==> src/rtl/merge_sorter_assert.svh <==
// Assertion macros for the RTL that checks itself.
`ifndef MERGE_SORTER_ASSERT_SVH
`define MERGE_SORTER_ASSERT_SVH

// Same-cycle implication, sampled on i_clk, off while in reset.
`define MS_ASSERT_NOW(lbl, ante, cons, msg) \
    lbl: assert property (@(posedge i_clk) disable iff (!i_rst_n) (ante) |-> (cons)) \
        else $error(msg);

// Next-cycle implication, sampled on i_clk, off while in reset.
`define MS_ASSERT_NEXT(lbl, ante, cons, msg) \
    lbl: assert property (@(posedge i_clk) disable iff (!i_rst_n) (ante) |=> (cons)) \
        else $error(msg);

`endif

==> src/rtl/msort_pkg.sv <==
`timescale 1ns / 1ps
package msort_pkg;

    localparam int MAX_ITEMS = 64;
    localparam int DATA_W    = 32;
    localparam int IDX_W     = $clog2(MAX_ITEMS);
    localparam int CNT_W     = IDX_W + 1;

    localparam int QUEUE_DEPTH = 4;
    localparam int QPTR_W      = $clog2(QUEUE_DEPTH);
    localparam int QCNT_W      = QPTR_W + 1;

    // One classified input item on its way from front to back.
    typedef struct packed {
        logic [DATA_W-1:0] value;
        logic              last;
        logic              drop;
    } t_item;

endpackage

==> src/rtl/ms_front.sv <==
`timescale 1ns / 1ps
module ms_front (
    input  logic                          i_clk,
    input  logic                          i_rst_n,
    input  logic                          i_valid,
    output logic                          o_stall,
    input  logic [msort_pkg::DATA_W-1:0]  i_value,
    input  logic                          i_is_last,
    input  logic                          i_q_full,
    output logic                          o_push,
    output msort_pkg::t_item              o_item
);

    logic [msort_pkg::CNT_W-1:0] r_fcnt;
    logic [msort_pkg::CNT_W-1:0] n_fcnt;

    // Stall while the queue has no room
    assign o_stall = i_q_full;
    assign o_push  = i_valid && !i_q_full;

    // Classify: an item past capacity is marked for drop
    always_comb begin
        o_item.value = i_value;
        o_item.last  = i_is_last;
        o_item.drop  = (r_fcnt == msort_pkg::CNT_W'(msort_pkg::MAX_ITEMS));
    end

    // Count items of the current set, restart after the closing one
    always_comb begin
        n_fcnt = r_fcnt;
        if (o_push) begin
            if (i_is_last) begin
                n_fcnt = '0;
            end else if (!o_item.drop) begin
                n_fcnt = r_fcnt + msort_pkg::CNT_W'(1);
            end
        end
    end

    always_ff @(posedge i_clk) begin
        if (!i_rst_n) begin
            r_fcnt <= '0;
        end else begin
            r_fcnt <= n_fcnt;
        end
    end

endmodule

==> config.mk <==
export PLATFORM = sky130hd
export DESIGN_NAME = ms_front
export DESIGN_NICKNAME = d
export VERILOG_FILES = /design/src/rtl/merge_sorter_assert.svh /design/src/rtl/msort_pkg.sv /design/src/rtl/ms_front.sv
export SDC_FILE = /design/constraint.sdc
export NUM_CORES = 1
export LEC_CHECK = 0
export BUFFER_PORTS_ARGS = -buffer_cell sky130_fd_sc_hd__buf_2
export CORE_ASPECT_RATIO = 1.4
export CORE_MARGIN = 4
export CORE_UTILIZATION = 25
export DETAILED_ROUTE_END_ITERATION = 16
export HOLD_SLACK_MARGIN = 0.08
export MAX_ROUTING_LAYER = met4
export PLACE_DENSITY = 0.6
export SLEW_MARGIN = 20
export SYNTH_ARGS = -nofsm -noshare
export SYNTH_HDL_FRONTEND = slang
export SYNTH_SLANG_ARGS = --single-unit
==> constraint.sdc <==
create_clock -name i_clk -period 3.35 [get_ports i_clk]
set_input_delay 0.8375 -clock i_clk [delete_from_list [all_inputs] [get_ports i_clk]]
set_output_delay 0.8375 -clock i_clk [all_outputs]
set_load 0.02 [all_outputs]
==> run metrics <==
measured slew at the worst slew-check pin 0.3397 ns; FF-to-FF setup slack 1.89 ns; drc violations 0; Fmax achieved about 440 MHz; RSZ-0062 raised after global routing no; row cnt 22; DR vias about 440; critical path start-end classification reg2out; CP max-delay cell or4b_4; Top delay family on crit path simple AND/OR/NAND/NOR gates; First DRT Iteration DRCs 5; Required @ worst endpoint between 2 and 3 ns; Worst Path Buf+Inv 1; Syn. warnings 0; Final Core Density 20.10%; Final WS setup between 1 and 1.5 ns; Peak supply drop ~0.00017 V; Area Growth Syn to Fin -21.93%; Num CTS Buffers 3; syn avg cell area 8.014 sq um; setup tns final 0 ns; Stages on worst setup path 3; largest net degree at the start of global routing 11; Overflow after GRT 0; Worst path max stage delay between 0.5 and 0.6 ns; CP endpoint kind output pin; die height a little under 70 um; Final min period 2.260 ns; H-tree lvl count 1; initial antenna violation count 0; Post-Synthesis Cells 84; routed wire length about 1100 um; hold path cells 2; cell breakdown of the critical path or4b_4 > nor2_1 > buf_2; PostCTS Resize Cnt 0; layout cells sized above 1 ~23%; commonest non-fill, non-tap cell in the layout buf_2; Nets roughly 100; total power 0.1765 mW; Arrival @ worst endpoint approximately 1.4 ns; largest registers r_fcnt: 7 flops; Clock transition at path regs approximately 0.05 ns; Clock Path Buffers 2; Mapped Area 673.1 sq um; status complete, no violations; critical path startpoint category flop; clock root cell clkbuf_4; Antenna Violating Nets Remaining 0; Core Box Area about 2600 sq um; DRT Pass-1 Iters 6; number of synthesized register bits 7; all-layer global routing usage 6.559%; most frequent cells in the layout 8 x buf_2, 7 x dfxtp_1, 6 x nand2_1; Clock Skew around 0.000078 ns; dpl ws between 1 and 1.5 ns; Initial Utilization between 20% and 30%; M1 WL just under 400 um; Clock Sinks 7; met3 routed WL 75 um; Crit Path Max Fanout 5; design area around 530 sq um; Vias per Instance approximately 4.5; Yosys cell types 22; Clk Latency, worst-skew pair roughly 0.24 ns; chip width 51.86 um; Tcrit/Tclk final about two thirds; met2 wire len roughly 520 um; n_diodes 0; Slew headroom 77.06%; Routed WL per cell 10.97 um; top sig layer met4; endpoints failing hold 0; largest register by flop count r_fcnt; CTS tree yes; I/O pin cnt 73; synthesized net count ~120; Port Buffers 8; number of flip-flops under the largest register name 7; Leak Pwr 0.1877 nW; Slew Limit Fails 0; final setup violation count 0; cells on worst reg2reg path 3; sequential share of the synthesized area a little over a fifth; Placed Area around 500 sq um; gpl congestion between 0.7 and 0.8; CTS Hold Bufs 0; Pwr Density roughly 340 nW/um^2; worst hold path class reg2reg; die area about 3600 sq um; global-route wire length before repair 1842 um; Max Cap Viol 0; number of global-route vias before repair roughly 440; setup bufs post-CTS 0
-- report_power, final --
part | total (mW) | switching [mW] | internal (mW)
clock | 0.0720 | 0.0268 | 0.0452
combinational | 0.0194 | 0.0116 | 0.00784
sequential | 0.0850 | 0.000838 | 0.0842
-- Yosys cell counts --
cell      instances  area share [%]
or3_1             1            0.93
o21ai_0           2             1.5
buf_1             1            0.56
nor2_1            3             1.7
a21boi_1          3             3.3
buf_4            34              38
or4_1             2             2.2
or3b_4            1             1.7
or4b_4            1             2.0
nand2b_1          2             1.9
o21bai_2          1             1.7
inv_1             4             2.2
o311a_1           1             1.5
a31oi_1           2             1.9
o22ai_1           3             2.8
ha_1              2             3.7
nand3_1           3             2.2
dfxtp_1           7              21
nand2_1           6             3.3
o311ai_0          2             2.6
o31a_1            1             1.3
nand3b_1          2             2.2
-- metrics by stage --
stage               hold slack (ns)  instances
global placement             0.4912         93
detailed placement           0.5087         93
finish                       0.5165         97
global route                 0.5554         97
floorplan                    0.4703         84
CTS                          0.5202         97
-- cells by family (layout without fill, tap and decap cells) --
kind of cell	count (synthesis)	count (layout)	share of synthesized area (%)
buffers and inverters	39	16	40.70
AND/OR/NAND/NOR	21	21	18.21
AO/OA/AOI/OAI	15	15	16.54
flip-flops	7	7	20.82
adder cells (fa/ha/maj)	2	2	3.717
-- worst paths after layout --
path,startpoint,to
setup / recovery,r_fcnt[3],o_item[0]
hold reg to reg,r_fcnt[0],r_fcnt[0]
setup reg to reg,r_fcnt[3],r_fcnt[1]
hold / removal,r_fcnt[0],r_fcnt[0]
-- cell type report --
class,instances,area (sq um)
flip-flops and latches,7,140.1
repair buffers,8,40.04
fillers,291,2090
clock buffers,4,26.28
inverters,4,15.01
multi-input cells,38,259.0
well taps,36,45.04
-- layer usage --
layer	vias up	global-route usage, %
met5	-	-
met1	196	6.545
met3	16	2.581
met4	0	5.831
met2	18	9.510
li1	208	-
-- worst min-delay path: stages (launching register included) --
cell     delay [ns]
dfxtp_1        0.34
nand2_1        0.06
o22ai_1        0.06
No activity file was read; power rests on OpenSTA's default activity.
