[src/rtl/merge_sorter_assert.svh]
// Assertion macros for the RTL that checks itself.
`ifndef MERGE_SORTER_ASSERT_SVH
`define MERGE_SORTER_ASSERT_SVH

// Same-cycle implication, sampled on i_clk, off while in reset.
`define MS_ASSERT_NOW(lbl, ante, cons, msg) \
    lbl: assert property (@(posedge i_clk) disable iff (!i_rst_n) (ante) |-> (cons)) \
        else $error(msg);

// Next-cycle implication, sampled on i_clk, off while in reset.
`define MS_ASSERT_NEXT(lbl, ante, cons, msg) \
    lbl: assert property (@(posedge i_clk) disable iff (!i_rst_n) (ante) |=> (cons)) \
        else $error(msg);

`endif

[src/rtl/msort_pkg.sv]
`timescale 1ns / 1ps
package msort_pkg;

    localparam int MAX_ITEMS = 64;
    localparam int DATA_W    = 32;
    localparam int IDX_W     = $clog2(MAX_ITEMS);
    localparam int CNT_W     = IDX_W + 1;

    localparam int QUEUE_DEPTH = 4;
    localparam int QPTR_W      = $clog2(QUEUE_DEPTH);
    localparam int QCNT_W      = QPTR_W + 1;

    // One classified input item on its way from front to back.
    typedef struct packed {
        logic [DATA_W-1:0] value;
        logic              last;
        logic              drop;
    } t_item;

endpackage

[src/rtl/ms_queue.sv]
`timescale 1ns / 1ps
module ms_queue (
    input  logic              i_clk,
    input  logic              i_rst_n,
    input  logic              i_push,
    input  msort_pkg::t_item  i_item,
    output logic              o_full,
    input  logic              i_pop,
    output logic              o_valid,
    output msort_pkg::t_item  o_item
);

    msort_pkg::t_item              r_slot [msort_pkg::QUEUE_DEPTH];
    logic [msort_pkg::QPTR_W-1:0]  r_wptr;
    logic [msort_pkg::QPTR_W-1:0]  r_rptr;
    logic [msort_pkg::QCNT_W-1:0]  r_count;

    assign o_full  = (r_count == msort_pkg::QCNT_W'(msort_pkg::QUEUE_DEPTH));
    assign o_valid = (r_count != '0);
    assign o_item  = r_slot[r_rptr];

    // Store pushed items
    always_ff @(posedge i_clk) begin
        if (i_push) begin
            r_slot[r_wptr] <= i_item;
        end
    end

    // Advance pointers and occupancy
    always_ff @(posedge i_clk) begin
        if (!i_rst_n) begin
            r_wptr  <= '0;
            r_rptr  <= '0;
            r_count <= '0;
        end else begin
            if (i_push) begin
                r_wptr <= r_wptr + msort_pkg::QPTR_W'(1);
            end
            if (i_pop) begin
                r_rptr <= r_rptr + msort_pkg::QPTR_W'(1);
            end
            if (i_push && !i_pop) begin
                r_count <= r_count + msort_pkg::QCNT_W'(1);
            end else if (!i_push && i_pop) begin
                r_count <= r_count - msort_pkg::QCNT_W'(1);
            end
        end
    end

endmodule

[config.mk]
export PLATFORM = sky130hd
export DESIGN_NAME = ms_queue
export DESIGN_NICKNAME = d
export VERILOG_FILES = /design/src/rtl/merge_sorter_assert.svh /design/src/rtl/msort_pkg.sv /design/src/rtl/ms_queue.sv
export SDC_FILE = /design/constraint.sdc
export NUM_CORES = 1
export LEC_CHECK = 0
export BUFFER_PORTS_ARGS = -buffer_cell sky130_fd_sc_hd__buf_2
export CAP_MARGIN = 30
export CORE_AREA = 8 8 126 128
export CTS_CLUSTER_SIZE = 28
export DETAILED_ROUTE_END_ITERATION = 8
export DIE_AREA = 0 0 134 136
export PLACE_DENSITY = 0.59
export SYNTH_ARGS = -nofsm -noshare
export SYNTH_HDL_FRONTEND = slang
export SYNTH_SLANG_ARGS = --single-unit
[constraint.sdc]
create_clock -name i_clk -period 2.8 [get_ports i_clk]
set_clock_uncertainty 0.1 [all_clocks]
set_input_delay 0.28 -clock i_clk [delete_from_list [all_inputs] [get_ports i_clk]]
set_output_delay 0.28 -clock i_clk [all_outputs]
set_load 0.01 [all_outputs]
==> results.yml <==
cells_and_area:
  final_common_cell: "edfxtp_1"
  nNetsFinal: 392
  fillCellCount: 1192
  areaGrowthSynthToFinish_pct: 27.7
  layout_common_cells: "136 x edfxtp_1, 73 x buf_2, 34 x dlygate4sd3_1, 30 x mux4_2, 17 x clkbuf_16"
  multiInputGateArea_um2: 1040
  finalNonFillerCells: 546
  drive_gt1_frac: 0.388
  regArea_um2: 4270
  final_cell_area_um2: 6900
timing:
  slew_headroom: 0.599
  finalCritPeriodShare: 0.830
  rsz0062_at_grt: "false"
  drv_slew: 0
  fin_setup_tns_ns: 0
  hold_viol: 0
  timing.fmax_mhz: 430
  whs_ns: 0.0641
  final-setup-viol-count: 0
  period_minus_slack_ns: 2.32
  tightest_slew_ns: 0.602
worst_setup_path:
  crit_family: "flip-flops"
  critPathSlowestCell: "dfxtp_2"
  startpoint_type: "flop"
  timing.setup.critical_path_class: "reg -> out"
  r2r_start: "r_wptr[0]$_SDFFE_PN0P_"
  cp.arrival_ns: 1.94
  r2r_slack_ns: 1.00
  setup.worst_path.end_class: "output pin"
  ff2ff_path_depth: 3
  required_ns: 2.42
  worst-path-buf-inv: 2
  r2r-end: "r_slot[3][9]$_DFFE_PP_"
  path_max_fanout: 19
  cp_cell_sequence: "buf_4, mux4_1, buf_2"
  cp_slowest_stage_delay_ns: 0.60
floorplanning:
  dieWidth_um: 134
  die-area_um2: 18200
  io-pin-count: 74
  die_height_um: 136
  fp.coreArea_um2: 14000
  start_util: 0.385
  row_count: 44
global_routing:
  grt_pass1_wl_mm: 16.1
  grt.total_usage: 0.122
  grt_max_degree: 35
  antenna_found_initial: 1
  overflow: 0
  grt_pass1_vias: 2919
placed_design:
  postPlaceCellArea_um2: 5990
  dp_cells: 478
  portBuffers: 73
  gp_congestion: 0.633
yosys:
  synth_edf_count: 136
  synth_area_leaders: "edfxtp_1 76%, mux4_2 13%, dfxtp_1 3.3%"
  yosysTopAreaCell: "edfxtp_1"
  synth_top_area_frac: 0.756
  ys.flop_type: "edfxtp_1"
  netlist_area_um2: 5400
  yosysSeqAreaShare: 0.789
  syn-num-nets: 265
  yosysWarnings: 0
  netlist_instances: 221
  yosys_register_bits: 145
  synth.distinct_cells: 21
  async_flop_share: 0
  syn_avg_cell_area_um2: 24.4
routing:
  wl_per_cell_um: 18.8
  vias_per_cell: 4.73
  finalWirelength_mm: 10.3
  vias: 2582
  drtPass1Iterations: 4
  drtIter0Drc: 143
  drc: 0
  drtAntennaViolNets: 0
clocking:
  clk_latency_ns: 0.41
  post-cts-setup-buffer-count: 0
  numCtsBuffers: 17
  clockBufferDepth: 2
  cts-root-buf: "clkbuf_16"
  clkSlewWorstSetupHoldPaths_ns: 0.06
  htreeDepth: 4
  cts.sinks: 145
  cts_tree: "built"
power:
  power.density_nw_per_um2: 740
  p_leak_nw: 2.41
  ir_worst_vdd_mv: 0.383
  power.total_w: 0.00510
job:
  maxCapViolCount: 0
min_path:
  hold_depth: 2
  min_from: "i_rst_n"
  whs_endpoint: "r_count[0]$_SDFFE_PN0P_"
  hold_class: "in -> reg"
status:
  status: "complete, no violations"
## report_power, final
| part | internal (W) | switching (W) |
|---|---|---|
| Clock | 0.00129 | 0.000767 |
| Sequential | 0.00249 | 0.0000409 |
| Combinational | 0.000260 | 0.000254 |
## synth_stat cells (3+ instances only)
master	count
edfxtp_1	136
xor2_1	3
dfxtp_1	9
mux4_2	30
mux4_1	4
inv_1	4
buf_12	3
and2_1	9
ha_1	5
buf_2	3
## how the worst max path moves through the flow
| stage | from | end | slack, ns | depth (start not counted) |
|---|---|---|---|---|
| after floorplan | r_wptr[0]$_SDFFE_PN0P_ | r_slot[2][0]$_DFFE_PP_ | 0.93 | 3 |
| after detailed placement | flop | o_item[30] | 0.86 | 3 |
| after global placement | flop | o_item[30] | 0.89 | 3 |
| after global routing | flop | o_item[30] | 0.36 | 3 |
| after CTS | flop | o_item[30] | 0.41 | 3 |
| final | flop | o_item[30] | 0.48 | 3 |
## cells by family (layout without fill, tap and decap cells)
kind of cell / Yosys count / after routing / share of synthesized area
compound gates: 2 / 2 / 0.00232
other cells: 0 / 1 / 0
mux: 36 / 36 / 0.148
buf+inv: 12 / 152 / 0.0195
simple gates: 15 / 15 / 0.0171
flops: 145 / 145 / 0.789
fa+ha+maj: 6 / 6 / 0.0153
xor+xnor: 5 / 5 / 0.00811
## sequential cells by signal, summed over array words and instances (netlist names), named ones only
name     count
r_wptr       2
r_rptr       2
r_count      3
r_slot     136
## cell type report
class | instances | share of cell area
flip-flops and latches | 145 | 0.619
multi-input cells | 64 | 0.150
repair buffers | 116 | 0.117
clock buffers | 23 | 0.0650
well taps | 184 | 0.0334
clock inverters | 9 | 0.0131
inverters | 4 | 0.00218
diodes | 1 | 0.000363
## through the flow
stage,utilization,worst slack (ns)
floorplan,-,0.931
global placement,0.426,0.886
detailed placement,0.426,0.864
CTS,0.489,0.413
global route,0.491,0.359
finish,0.491,0.476
## layer usage
metal	up-vias	wire (µm)	track usage
met5	-	0	0
met4	0	129	0.0468
met3	10	669	0.0547
met2	65	5080	0.199
met1	1327	4380	0.138
li1	1180	-	-
## what timing repair did
action / 4_1_cts / 5_1_grt
resized for setup: 0 / 0
hold buffers: 34 / 0
endpoints found under the setup margin: 0 / 0
hold endpoints to repair: 136 / 0
No activity file was read; power rests on OpenSTA's default activity.
